--- src/rtl/core/scbp_pkg.sv ---
`timescale 1ns / 1ps
// Shared types, codes and constants of the size-class buffer pool.
// No dependencies; used by scbp_ctrl, scbp_dpath and size_class_buffer_pool.
package scbp_pkg;

    localparam int POOL_ENTRIES_DEF  = 32;
    localparam int MIN_CLASS_EXP_DEF = 8;
    localparam int MAX_RESULTS       = 32;
    localparam int RES_CNT_W         = 6;

    localparam int IN_DATA_W  = 88;
    localparam int OUT_DATA_W = 64;
    localparam int TOTAL_W    = 38;

    // command codes
    localparam logic [1:0] CMD_ALLOC   = 2'd0;
    localparam logic [1:0] CMD_RELEASE = 2'd1;
    localparam logic [1:0] CMD_TRIM    = 2'd2;

    // result status codes
    localparam logic [2:0] ST_REUSED    = 3'd0;
    localparam logic [2:0] ST_CREATED   = 3'd1;
    localparam logic [2:0] ST_FULL      = 3'd2;
    localparam logic [2:0] ST_RELEASED  = 3'd3;
    localparam logic [2:0] ST_NOT_FOUND = 3'd4;
    localparam logic [2:0] ST_REMOVED   = 3'd5;
    localparam logic [2:0] ST_NOTHING   = 3'd6;

    // configuration register indexes
    localparam logic CFG_BUDGET = 1'b0;
    localparam logic CFG_DELAY  = 1'b1;

    localparam logic [TOTAL_W-1:0] BUDGET_RESET = 38'd134217728;
    localparam logic [7:0]         DELAY_RESET  = 8'd3;

    // one pool entry as held in the entry memory
    typedef struct packed {
        logic [15:0] ident;
        logic [31:0] free_after;
        logic        busy;
        logic [5:0]  cls;
    } entry_t;

    // one result word, last field in the lowest bits
    typedef struct packed {
        logic [TOTAL_W-1:0] total;
        logic [5:0]         cls;
        logic [15:0]        id;
        logic [2:0]         status;
    } res_t;

    // commands from controller to datapath
    typedef struct packed {
        logic latch;
        logic rd;
        logic ev;
        logic fin;
    } ctl_t;

    // status from datapath to controller
    typedef struct packed {
        logic [1:0] acc_cmd;
        logic       over_budget;
        logic       scan_done;
        logic       ev_stall;
        logic       out_free;
        logic       held_vld;
        logic       count_zero;
        logic       total_zero;
    } sts_t;

    // round a byte count up to a power-of-two class with a floor
    function automatic logic [5:0] class_of(input logic [31:0] req,
                                            input logic [5:0] min_exp);
        logic [31:0] m;
        logic [5:0]  e;
        m = req - 32'd1;
        e = 6'd0;
        for (int b = 0; b < 32; b++)
        begin
            if (m[b])
            begin
                e = 6'(b + 1);
            end
        end
        if (req == 32'd0 || e < min_exp)
        begin
            e = min_exp;
        end
        return e;
    endfunction

endpackage

--- src/rtl/core/scbp_ctrl.sv ---
`timescale 1ns / 1ps
// Sequencer of the size-class buffer pool: accept, scan, evaluate, finish.
// Depends on scbp_pkg; drives scbp_dpath through ctl_t.
module scbp_ctrl
    import scbp_pkg::*;
(
    input  logic clk,
    input  logic rst_n,
    input  logic s_tvalid,
    input  sts_t sts,
    output logic s_tready,
    output ctl_t ctl
);

    typedef enum logic [1:0] {S_IDLE, S_READ, S_EVAL, S_FINISH} state_t;

    state_t state_reg;

    // decode commands from the state
    always_comb
    begin
        s_tready  = (state_reg == S_IDLE);
        ctl.latch = (state_reg == S_IDLE) && s_tvalid;
        ctl.rd    = (state_reg == S_READ) && !sts.scan_done;
        ctl.ev    = (state_reg == S_EVAL);
        ctl.fin   = (state_reg == S_FINISH) && sts.out_free;
    end

    // advance the sequence
    always_ff @(posedge clk or negedge rst_n)
    begin
        if (!rst_n)
        begin
            state_reg <= S_IDLE;
        end
        else
        begin
            unique case (state_reg)
                S_IDLE:
                begin
                    if (s_tvalid)
                    begin
                        if (sts.acc_cmd == CMD_ALLOC || sts.acc_cmd == CMD_RELEASE)
                        begin
                            state_reg <= S_READ;
                        end
                        else if (sts.acc_cmd == CMD_TRIM)
                        begin
                            state_reg <= sts.over_budget ? S_READ : S_FINISH;
                        end
                    end
                end
                S_READ:
                begin
                    state_reg <= sts.scan_done ? S_FINISH : S_EVAL;
                end
                S_EVAL:
                begin
                    if (!sts.ev_stall)
                    begin
                        state_reg <= S_READ;
                    end
                end
                S_FINISH:
                begin
                    if (sts.out_free)
                    begin
                        state_reg <= S_IDLE;
                    end
                end
                default:
                begin
                    state_reg <= S_IDLE;
                end
            endcase
        end
    end

endmodule

--- src/rtl/core/scbp_dpath.sv ---
`timescale 1ns / 1ps
// Datapath of the size-class buffer pool: entry memory, scan registers,
// running total, configuration and output word. Depends on scbp_pkg.
module scbp_dpath
    import scbp_pkg::*;
#(
    parameter int POOL_ENTRIES  = POOL_ENTRIES_DEF,
    parameter int MIN_CLASS_EXP = MIN_CLASS_EXP_DEF
)
(
    input  logic                  clk,
    input  logic                  rst_n,
    input  ctl_t                  ctl,
    output sts_t                  sts,
    input  logic [IN_DATA_W-1:0]  s_tdata,
    output logic                  m_tvalid,
    input  logic                  m_tready,
    output logic [OUT_DATA_W-1:0] m_tdata,
    output logic                  m_tlast,
    input  logic                  cfg_we,
    input  logic                  cfg_addr,
    input  logic [TOTAL_W-1:0]    cfg_wdata
);

    localparam int IDX_W = $clog2(POOL_ENTRIES);
    localparam int CNT_W = $clog2(POOL_ENTRIES + 1);

    entry_t mem [POOL_ENTRIES];

    logic [TOTAL_W-1:0] budget_reg;
    logic [7:0]         delay_reg;
    logic [1:0]         cmd_reg;
    logic [5:0]         cls_reg;
    logic [15:0]        rid_reg;
    logic [31:0]        serial_reg;
    logic [CNT_W-1:0]   idx_reg;
    logic [CNT_W-1:0]   wr_reg;
    logic [CNT_W-1:0]   count_reg;
    logic [15:0]        next_ident_reg;
    logic [TOTAL_W-1:0] total_reg;
    logic               sel_vld_reg;
    logic [IDX_W-1:0]   sel_idx_reg;
    entry_t             sel_ent_reg;
    logic               held_vld_reg;
    res_t               held_reg;
    logic [RES_CNT_W-1:0] rem_reg;
    entry_t             rd_ent_reg;
    logic               out_vld_reg;
    res_t               out_reg;
    logic               last_reg;

    logic [TOTAL_W-1:0] ent_size;
    logic [TOTAL_W-1:0] new_size;
    logic               remove;
    logic               ev_go;
    logic               mem_we;
    logic [IDX_W-1:0]   mem_wa;
    entry_t             mem_wd;
    entry_t             new_ent;
    logic               pool_full;

    assign ent_size  = TOTAL_W'(1) << rd_ent_reg.cls;
    assign new_size  = TOTAL_W'(1) << cls_reg;
    assign pool_full = (count_reg == CNT_W'(POOL_ENTRIES));
    assign remove    = (cmd_reg == CMD_TRIM) && !rd_ent_reg.busy
                       && (serial_reg > rd_ent_reg.free_after)
                       && (total_reg > budget_reg)
                       && (rem_reg < RES_CNT_W'(MAX_RESULTS));
    assign ev_go     = ctl.ev && !(remove && held_vld_reg && out_vld_reg);

    always_comb
    begin
        new_ent.ident      = next_ident_reg;
        new_ent.free_after = 32'd0;
        new_ent.busy       = 1'b1;
        new_ent.cls        = cls_reg;
    end

    // status towards the controller
    always_comb
    begin
        sts.acc_cmd     = s_tdata[1:0];
        sts.over_budget = (total_reg > budget_reg);
        sts.scan_done   = (idx_reg == count_reg);
        sts.ev_stall    = ctl.ev && remove && held_vld_reg && out_vld_reg;
        sts.out_free    = !out_vld_reg;
        sts.held_vld    = held_vld_reg;
        sts.count_zero  = (count_reg == '0);
        sts.total_zero  = (total_reg == '0);
    end

    // select the single memory write: trim copy-down or finish update
    always_comb
    begin
        mem_we = 1'b0;
        mem_wa = wr_reg[IDX_W-1:0];
        mem_wd = rd_ent_reg;
        if (ev_go && cmd_reg == CMD_TRIM && !remove)
        begin
            mem_we = 1'b1;
        end
        else if (ctl.fin && cmd_reg == CMD_ALLOC)
        begin
            if (sel_vld_reg)
            begin
                mem_we      = 1'b1;
                mem_wa      = sel_idx_reg;
                mem_wd      = sel_ent_reg;
                mem_wd.busy = 1'b1;
            end
            else if (!pool_full)
            begin
                mem_we = 1'b1;
                mem_wa = count_reg[IDX_W-1:0];
                mem_wd = new_ent;
            end
        end
        else if (ctl.fin && cmd_reg == CMD_RELEASE && sel_vld_reg)
        begin
            mem_we             = 1'b1;
            mem_wa             = sel_idx_reg;
            mem_wd             = sel_ent_reg;
            mem_wd.busy        = 1'b0;
            mem_wd.free_after  = serial_reg + 32'(delay_reg);
        end
    end

    // entry memory with registered read
    always_ff @(posedge clk)
    begin
        if (mem_we)
        begin
            mem[mem_wa] <= mem_wd;
        end
        if (ctl.rd)
        begin
            rd_ent_reg <= mem[idx_reg[IDX_W-1:0]];
        end
    end

    // configuration registers
    always_ff @(posedge clk or negedge rst_n)
    begin
        if (!rst_n)
        begin
            budget_reg <= BUDGET_RESET;
            delay_reg  <= DELAY_RESET;
        end
        else if (cfg_we)
        begin
            unique case (cfg_addr)
                CFG_BUDGET: budget_reg <= cfg_wdata;
                CFG_DELAY:  delay_reg  <= cfg_wdata[7:0];
                default:    budget_reg <= budget_reg;
            endcase
        end
    end

    // hold the accepted word's fields
    always_ff @(posedge clk)
    begin
        if (ctl.latch)
        begin
            cmd_reg    <= s_tdata[1:0];
            cls_reg    <= class_of(s_tdata[33:2], 6'(MIN_CLASS_EXP));
            rid_reg    <= s_tdata[49:34];
            serial_reg <= s_tdata[81:50];
        end
    end

    // scan, pool state and output word
    always_ff @(posedge clk or negedge rst_n)
    begin
        if (!rst_n)
        begin
            idx_reg        <= '0;
            wr_reg         <= '0;
            count_reg      <= '0;
            next_ident_reg <= '0;
            total_reg      <= '0;
            sel_vld_reg    <= 1'b0;
            sel_idx_reg    <= '0;
            sel_ent_reg    <= '0;
            held_vld_reg   <= 1'b0;
            held_reg       <= '0;
            rem_reg        <= '0;
            out_vld_reg    <= 1'b0;
            out_reg        <= '0;
            last_reg       <= 1'b0;
        end
        else
        begin
            // drop the output word once taken
            if (out_vld_reg && m_tready)
            begin
                out_vld_reg <= 1'b0;
            end

            if (ctl.latch)
            begin
                idx_reg      <= '0;
                wr_reg       <= '0;
                sel_vld_reg  <= 1'b0;
                held_vld_reg <= 1'b0;
                rem_reg      <= '0;
            end

            // evaluate the entry read in the S_READ state
            if (ev_go)
            begin
                idx_reg <= idx_reg + CNT_W'(1);
                priority case (cmd_reg)
                    CMD_ALLOC:
                    begin
                        if (!rd_ent_reg.busy && rd_ent_reg.cls >= cls_reg
                            && (!sel_vld_reg || rd_ent_reg.cls < sel_ent_reg.cls))
                        begin
                            sel_vld_reg <= 1'b1;
                            sel_idx_reg <= idx_reg[IDX_W-1:0];
                            sel_ent_reg <= rd_ent_reg;
                        end
                    end
                    CMD_RELEASE:
                    begin
                        if (!sel_vld_reg && rd_ent_reg.ident == rid_reg)
                        begin
                            sel_vld_reg <= 1'b1;
                            sel_idx_reg <= idx_reg[IDX_W-1:0];
                            sel_ent_reg <= rd_ent_reg;
                        end
                    end
                    default:
                    begin
                        if (remove)
                        begin
                            // pass the previous removal on, hold this one
                            if (held_vld_reg)
                            begin
                                out_reg     <= held_reg;
                                last_reg    <= 1'b0;
                                out_vld_reg <= 1'b1;
                            end
                            held_vld_reg    <= 1'b1;
                            held_reg.status <= ST_REMOVED;
                            held_reg.id     <= rd_ent_reg.ident;
                            held_reg.cls    <= rd_ent_reg.cls;
                            held_reg.total  <= total_reg - ent_size;
                            total_reg       <= total_reg - ent_size;
                            rem_reg         <= rem_reg + RES_CNT_W'(1);
                        end
                        else
                        begin
                            wr_reg <= wr_reg + CNT_W'(1);
                        end
                    end
                endcase
            end

            // final result of the command
            if (ctl.fin)
            begin
                out_vld_reg <= 1'b1;
                last_reg    <= 1'b1;
                priority case (cmd_reg)
                    CMD_ALLOC:
                    begin
                        if (sel_vld_reg)
                        begin
                            out_reg <= '{total: total_reg, cls: sel_ent_reg.cls,
                                         id: sel_ent_reg.ident, status: ST_REUSED};
                        end
                        else if (!pool_full)
                        begin
                            out_reg <= '{total: total_reg + new_size, cls: cls_reg,
                                         id: next_ident_reg, status: ST_CREATED};
                            total_reg      <= total_reg + new_size;
                            count_reg      <= count_reg + CNT_W'(1);
                            next_ident_reg <= next_ident_reg + 16'd1;
                        end
                        else
                        begin
                            out_reg <= '{total: total_reg, cls: cls_reg,
                                         id: 16'd0, status: ST_FULL};
                        end
                    end
                    CMD_RELEASE:
                    begin
                        if (sel_vld_reg)
                        begin
                            out_reg <= '{total: total_reg, cls: sel_ent_reg.cls,
                                         id: rid_reg, status: ST_RELEASED};
                        end
                        else
                        begin
                            out_reg <= '{total: total_reg, cls: 6'd0,
                                         id: rid_reg, status: ST_NOT_FOUND};
                        end
                    end
                    default:
                    begin
                        if (held_vld_reg)
                        begin
                            out_reg   <= held_reg;
                            count_reg <= wr_reg;
                        end
                        else
                        begin
                            out_reg <= '{total: total_reg, cls: 6'd0,
                                         id: 16'd0, status: ST_NOTHING};
                        end
                        held_vld_reg <= 1'b0;
                    end
                endcase
            end
        end
    end

    assign m_tvalid = out_vld_reg;
    assign m_tdata  = {1'b0, out_reg};
    assign m_tlast  = last_reg;

endmodule

--- src/rtl/core/size_class_buffer_pool.sv ---
`timescale 1ns / 1ps
// Size-class buffer pool: allocate, release and trim over an ordered pool.
// Usage:
//   Commands enter on the s_ channel, one word per command:
//   tdata = cmd, request_bytes, release_id, current_serial (lowest bits up).
//   Results leave on the m_ channel, one or more words per command,
//   tdata = status, buffer_id, class_exponent, total_bytes; tlast marks the
//   final word of a command. Unknown commands give no word.
//   Allocate, release and trim over budget walk the N entries of one
//   single-port entry memory, one read and one evaluation per entry.
//   Trim under budget skips the walk and gives its result word directly.
//   One command is worked on at a time; s_tready is high only between them.
//   A stalled receiver holds the current output word; trim then pauses at
//   the next removal until the word is taken.
//   cfg_we writes cfg_wdata to register cfg_addr (0 retain budget, 1 delete
//   delay); the user writes only while idle, the block does not enforce it.
//   Reset empties the pool, clears the id counter and loads the register
//   defaults; no clearing pass is needed.
// Depends on scbp_pkg, scbp_ctrl and scbp_dpath.
module size_class_buffer_pool
    import scbp_pkg::*;
#(
    parameter int POOL_ENTRIES  = POOL_ENTRIES_DEF,
    parameter int MIN_CLASS_EXP = MIN_CLASS_EXP_DEF
)
(
    input  logic                  clk,
    input  logic                  rst_n,
    input  logic                  s_tvalid,
    output logic                  s_tready,
    // cmd[1:0], request_bytes[33:2], release_id[49:34], current_serial[81:50]
    input  logic [IN_DATA_W-1:0]  s_tdata,
    output logic                  m_tvalid,
    input  logic                  m_tready,
    // status[2:0], buffer_id[18:3], class_exponent[24:19], total_bytes[62:25]
    output logic [OUT_DATA_W-1:0] m_tdata,
    output logic                  m_tlast,
    input  logic                  cfg_we,
    input  logic                  cfg_addr,
    input  logic [TOTAL_W-1:0]    cfg_wdata
);

    ctl_t ctl;
    sts_t sts;

    scbp_ctrl u_ctrl (
        .clk      (clk),
        .rst_n    (rst_n),
        .s_tvalid (s_tvalid),
        .sts      (sts),
        .s_tready (s_tready),
        .ctl      (ctl)
    );

    scbp_dpath #(
        .POOL_ENTRIES  (POOL_ENTRIES),
        .MIN_CLASS_EXP (MIN_CLASS_EXP)
    ) u_dpath (
        .clk       (clk),
        .rst_n     (rst_n),
        .ctl       (ctl),
        .sts       (sts),
        .s_tdata   (s_tdata),
        .m_tvalid  (m_tvalid),
        .m_tready  (m_tready),
        .m_tdata   (m_tdata),
        .m_tlast   (m_tlast),
        .cfg_we    (cfg_we),
        .cfg_addr  (cfg_addr),
        .cfg_wdata (cfg_wdata)
    );

`ifndef SYNTH
    // no removal may be held over once a new command can be taken
    a_held_idle: assert property (@(posedge clk) disable iff (!rst_n)
        s_tready |-> !sts.held_vld)
        else $error("removal word held while idle");

    // an empty pool carries no bytes
    a_empty_total: assert property (@(posedge clk) disable iff (!rst_n)
        sts.count_zero |-> sts.total_zero)
        else $error("empty pool with non-zero total");

    // trim only pauses while an output word is waiting
    a_stall_cause: assert property (@(posedge clk) disable iff (!rst_n)
        sts.ev_stall |-> m_tvalid)
        else $error("trim paused with free output");
`endif

endmodule
--- config.mk ---
export PLATFORM = sky130hd
export DESIGN_NAME = size_class_buffer_pool
export DESIGN_NICKNAME = d
export VERILOG_FILES = /design/src/rtl/core/scbp_pkg.sv /design/src/rtl/core/scbp_ctrl.sv /design/src/rtl/core/scbp_dpath.sv /design/src/rtl/core/size_class_buffer_pool.sv
export SDC_FILE = /design/constraint.sdc
export NUM_CORES = 2
export LEC_CHECK = 0
export ABC_CLOCK_PERIOD_IN_PS = 5260
export CAP_MARGIN = 20
export CELL_PAD_IN_SITES_DETAIL_PLACEMENT = 1
export CELL_PAD_IN_SITES_GLOBAL_PLACEMENT = 1
export CORE_MARGIN = 2
export CORE_UTILIZATION = 35
export DETAILED_ROUTE_END_ITERATION = 10
export DONT_BUFFER_PORTS = 1
export GPL_TIMING_DRIVEN = 0
export PLACE_DENSITY = 0.64
export SETUP_SLACK_MARGIN = 0.1
export SYNTH_ARGS = -nofsm -noshare
export SYNTH_HDL_FRONTEND = slang
export SYNTH_HIERARCHICAL = 1
export SYNTH_SLANG_ARGS = --single-unit
--- constraint.sdc ---
create_clock -name clk -period 5.26 [get_ports clk]
set_input_delay 0 -clock clk [delete_from_list [all_inputs] [get_ports clk]]
set_output_delay 0 -clock clk [all_outputs]
set_load 0.005 [all_outputs]
### Word-level counts from Yosys, hierarchy flattened

Memories as Yosys holds them, arrays and structs flattened. A register that Yosys moved wholly into a read port is not among the register bits.
Index checks and enable logic that the tools add are counted.
Widths: inputs -> output; s select.

* flip-flop bits (word level): 369
* RAM bits: 1760
* input bits: 132
* output and inout bits: 67
* word-level logic and storage cells: 238
* memories: 1

Memory list
* u_dpath.mem: words 32, width 55, read ports 1, clocked after Yosys merged registers in 1, write ports 1, RTL line scbp_dpath.sv:28 `entry_t mem [POOL_ENTRIES];`

* add/sub/neg operators: 9
* order comparisons: 6
* eq/ne operators: 19
* shift operators: 2
* muxes and demuxes: 117
* bitwise operators: 5
* reductions and logical operators: 50

Operators by type and width (count)
* $mux 63: 8
* $mux 55: 7
* $mux 38: 7
* $pmux 63 s2: 1
* $mux 5: 23
* $pmux 55 s2: 1
* $mux 6: 15
* $shl 1x6->38 const A: 2
* $add 38x38->38: 1
* $gt 38x38->1: 1
* $sub 38x38->38: 1
* $add 32x8->32: 1
* $gt 32x32->1: 1
* $logic_not 32->1: 1
* $mux 4: 8
* $sub 32x1->32 const B: 1
* $mux 1: 30
* $mux 25: 1
* $add 6x1->6 const B: 4
* $logic_and 1x1->1: 22
* $add 16x1->16 const B: 1
* $eq 16x16->1: 1
* $mux 2: 8
* $reduce_and 4->1: 4
* other kinds (25): 58

### Depth between registers and ports, before layout

* depth after elaboration: 36
* mapped depth: 16
* gate-level depth less buffers: 15

### Hierarchy

Netlist, hierarchy kept.

Modules (own cells, without submodules)
* scbp_dpath: times used 1, cells an instance 5534, area an instance 93547.2 µm², seq. area each 63970.1 µm²
* scbp_ctrl: times used 1, cells an instance 17, area an instance 146.4 µm², seq. area each 50.0 µm²

### Worst setup path after synthesis

OpenSTA, ideal clock, no wires.

* path type: register to register
* start point: register u_dpath.idx_reg[1]
* end point: register u_dpath/rd_ent_reg[0] (netlist name)
* setup time: 0.536 ns
* data arrival time: 5.259 ns
* required time: 4.724 ns
* setup slack: -0.534 ns
* cell stages (with the launch flop): 8
* path buffers: 3
* clock period less this slack: 5.794 ns
* path through: dfrtp_1 -> clkbuf_1 -> buf_1 -> clkbuf_1 -> xnor2_1 -> nand4_1 -> nor3_1 -> nor3_1

RTL lines
* start, declared: RTL line scbp_dpath.sv:36 `logic [CNT_W-1:0] idx_reg;`
* start signal, assigned: RTL line scbp_dpath.sv:211 `idx_reg <= idx_reg + CNT_W'(1);`

### Worst setup path after layout

* start point: register u_dpath.serial_reg[19]
* end point: memory u_dpath/mem[11][15] (netlist bit), enable pin

* cells in the longest elaborated chain, start to end: 13
* elaborated cells on any way between the ends: 15

Ends and longest elaborated chain
* start, declared: RTL line scbp_dpath.sv:35 `logic [31:0] serial_reg;`
* start signal, assigned: RTL line scbp_dpath.sv:167 `serial_reg <= s_tdata[81:50];`
* $gt 32x32->1 (*): RTL line scbp_dpath.sv:66 `&& (serial_reg > rd_ent_reg.free_after)`
* $logic_and 1x1->1 (*): RTL line scbp_dpath.sv:66
* $logic_and 1x1->1 (*): RTL line scbp_dpath.sv:67 `&& (total_reg > budget_reg)`
* $logic_and 1x1->1 (*): RTL line scbp_dpath.sv:68 `&& (rem_reg < RES_CNT_W'(MAX_RESULTS));`
* $logic_and 1x1->1 (2 in series): RTL line scbp_dpath.sv:69 `assign ev_go = ctl.ev && !(remove && held_vld_reg && out_vld_reg);`
* $logic_not 1->1: RTL line scbp_dpath.sv:69
* $logic_and 1x1->1: RTL line scbp_dpath.sv:69
* $logic_and 1x1->1: RTL line scbp_dpath.sv:98 `if (ev_go && cmd_reg == CMD_TRIM && !remove)`
* $logic_and 1x1->1 (*): RTL line scbp_dpath.sv:98
* $mux 1: RTL line scbp_dpath.sv:98
* $mux 1: RTL line scbp_dpath.sv:131 `if (mem_we)`
* $mux 1 (not written as such): RTL line scbp_dpath.sv:133 `mem[mem_wa] <= mem_wd;`
* end, declared: RTL line scbp_dpath.sv:28

Every way passes the cells marked *; elsewhere a longest branch is shown, timed or not.

==> results.md <==
* Buffers on Ports at 0
* GPL Wtd Cong at 0.9229
* # nets final at 6570
* First-pass GRT wire length at 456.7 mm
* GR Util All Layers at 0.2353
* Pleak at 31.80 nW
* Syn_area_per_cell at 16.91 µm²
* Worst rel slew slack at 0.1329
* Initial antenna violation count at 17
* Area of the mapped netlist at 93600 µm²
* Power consumption at 34.99 mW
* Layout fillers at 25873
* TritonCTS buffer count at between 200 and 250
* Ys Warns at 6
* Fin. max-slew vios at 0
* Syn nets at roughly 5800
* Layout Utilization at 0.4240
* Final cell count without fillers at 9980
* Worst-margin pin slew at 1.301 ns
* Setup violators final at 0
* Core area at roughly 270000 µm²
* Half-perimeter wire length after placement at 224.9 mm
* Htree depth at 4
* Top-level I/O count at roughly 200
* Data arrival time of the critical path at between 5 and 6 ns
* Via Count at 58072
* Failing checks: negative hold slack
* Final Hold Vio Count at 313
* Largest net degree at the start of global routing at 314
* Clock latency on the worst-skew pair at 0.93 ns
* Root Buffer: clkbuf_16
* Max Buffers Root-to-Sink at 4
* Pwr dens at 310.7 nW/µm²
* Max-cap violations at 0
* R2R setup slack at 0.21 ns
* Worst-path clk slew at about 0.060 ns
* Hold WS at -1.145 ns
* Max reg flops at roughly 1800
* Synthesized instance count at 5535
* Crit share post-route at 0.9602
* Initial Util at 0.3525
* DRT Wirelength at 324.3 mm
* Share of cells above drive strength 1 at 0.2293
* DRT antenna net count at 0
* Pre-antenna DRT Iters at 8
* Clk_skew at around 0.13 ns
* Die Ht at 521.1 µm
* Final worst path period need at 5.051 ns
* R2r startpoint: u_dpath/serial_reg[19]$_DFFE_PP_
* Maximum fanout along the worst path at 20
* Min-delay worst type: input port to async pin
* Number of global-route vias before repair at 59659
* CTS tree: done
* Vias per inst at 5.819
* Die W at between 500 and 600 µm
* Area grow syn2layout at 20.30%
* Worst IR Drop VDD at 287.1 µV
* RSZ-0062 raised after global routing: false
* Die area at 271600 µm²
* Hold Buf Count CTS at 212
* Dpl ws at -1.470 ns
* Rows at 189
* Dpl cells at 9250
* Critical path origin: u_dpath/serial_reg[19]$_DFFE_PP_
* DRC viols at 0
* DR WL/cell at about 32 µm
* Drt initial violations at 7133
* Setup crit start kind: flop
* Clock Sinks at 2184
* Fmax achieved at 198.0 MHz
* Status: complete, but fails checks
* Worst EP required at 5.84 ns
* Fin worst setup slack at 0.2094 ns
* GRT overflow at 0
* Setup CP Type: flop to flop
* Crit path capture type: flop
==> worst paths after layout <==
path / to / depth (start not counted)
max reg2reg: u_dpath/mem[11][15]$_DFFE_PP_ / 14
max in group asynchronous: u_dpath/sel_ent_reg[15]$_DFFE_PN0P_ / 0
min in group clk: u_dpath/delay_reg[0]$_DFFE_PN1P_ / 2
max: u_dpath/mem[11][15]$_DFFE_PP_ / 14
min: u_dpath/sel_ent_reg[11]$_DFFE_PN0P_ / 0
min reg2reg: u_dpath/held_reg[10]$_DFFE_PN0P_ / 2
==> critical path, cell delays in order (launching register included) <==
cell and delay, ns:
edfxtp_1 0.58, ha_1 0.44, a211oi_1 0.29, nand3_1 0.11, a221oi_1 0.27, o21ai_1 0.32, o21ai_1 0.39, o31a_1 0.24
clkbuf_2 0.26, nand2_2 0.22, nand2_2 0.29, nand3_4 0.38, nor2_4 0.32, buf_12 0.26, buf_12 0.24
==> layer usage <==
layer | part of all wire | wire length [µm] | track usage | up-vias
met3 | 0.095 | 30950 | 0.05183 | 568
met2 | 0.46 | 149700 | 0.3717 | 2861
met4 | 0.034 | 10900 | 0.07048 | 6
met1 | 0.41 | 132700 | 0.3253 | 31041
li1 | - | - | - | 23596
met5 | 0.00013 | 41 | 0 | -
==> per-stage QoR <==
stage	setup TNS [ns]	instance area, µm²
floorplan	-216.48	93600
global placement	-	98020
detailed placement	-2086.56	101700
CTS	0	111800
global route	0	112600
finish	0	112600
==> cells in the final DEF, fill, tap and decap left out, drive strengths merged, types with 35 or more instances in the layout <==
cell         instances
mux2               137
a21oi              199
nand3               95
dfrtp              310
inv                138
nand2              418
mux4               550
edfxtp            1871
and3                40
dlygate4sd3        212
a21o                57
clkbuf             500
xor2                64
o21ai              195
a22oi               43
clkinv              80
buf                343
nor3                77
nand4               47
nand2b              35
xnor2               71
ha                 171
nor2               285
==> final cells by class <==
| cell class | count | area, µm² | area share |
|---|---|---|---|
| flip-flops and latches | 2184 | 64020 | 0.5685 |
| inverters | 143 | 564.3 | 0.005011 |
| clock buffers | 298 | 6100 | 0.05417 |
| repair inverters | 7 | 50.05 | 0.0004445 |
| multi-input cells | 2943 | 28640 | 0.2544 |
| plain buffers | 270 | 1091 | 0.009689 |
| clock inverters | 113 | 1134 | 0.01007 |
| well taps | 3533 | 4420 | 0.03926 |
| diodes | 2 | 5.005 | 0.00004445 |
| repair buffers | 487 | 6575 | 0.05839 |
==> where the power goes <==
| part | internal, mW | switching [mW] |
|---|---|---|
| combinational | 0.214 | 0.206 |
| clock | 9.12 | 6.81 |
| sequential | 18.6 | 0.0303 |
==> what timing repair did <==
action	4_1_cts	5_1_grt
gates cloned	6	6
gates resized for setup	40	55
setup buffers	48	20
hold endpoints to repair	474	313
pin swaps	26	8
setup endpoints to repair	3394	1235
Power figures use the tool's default switching activity.
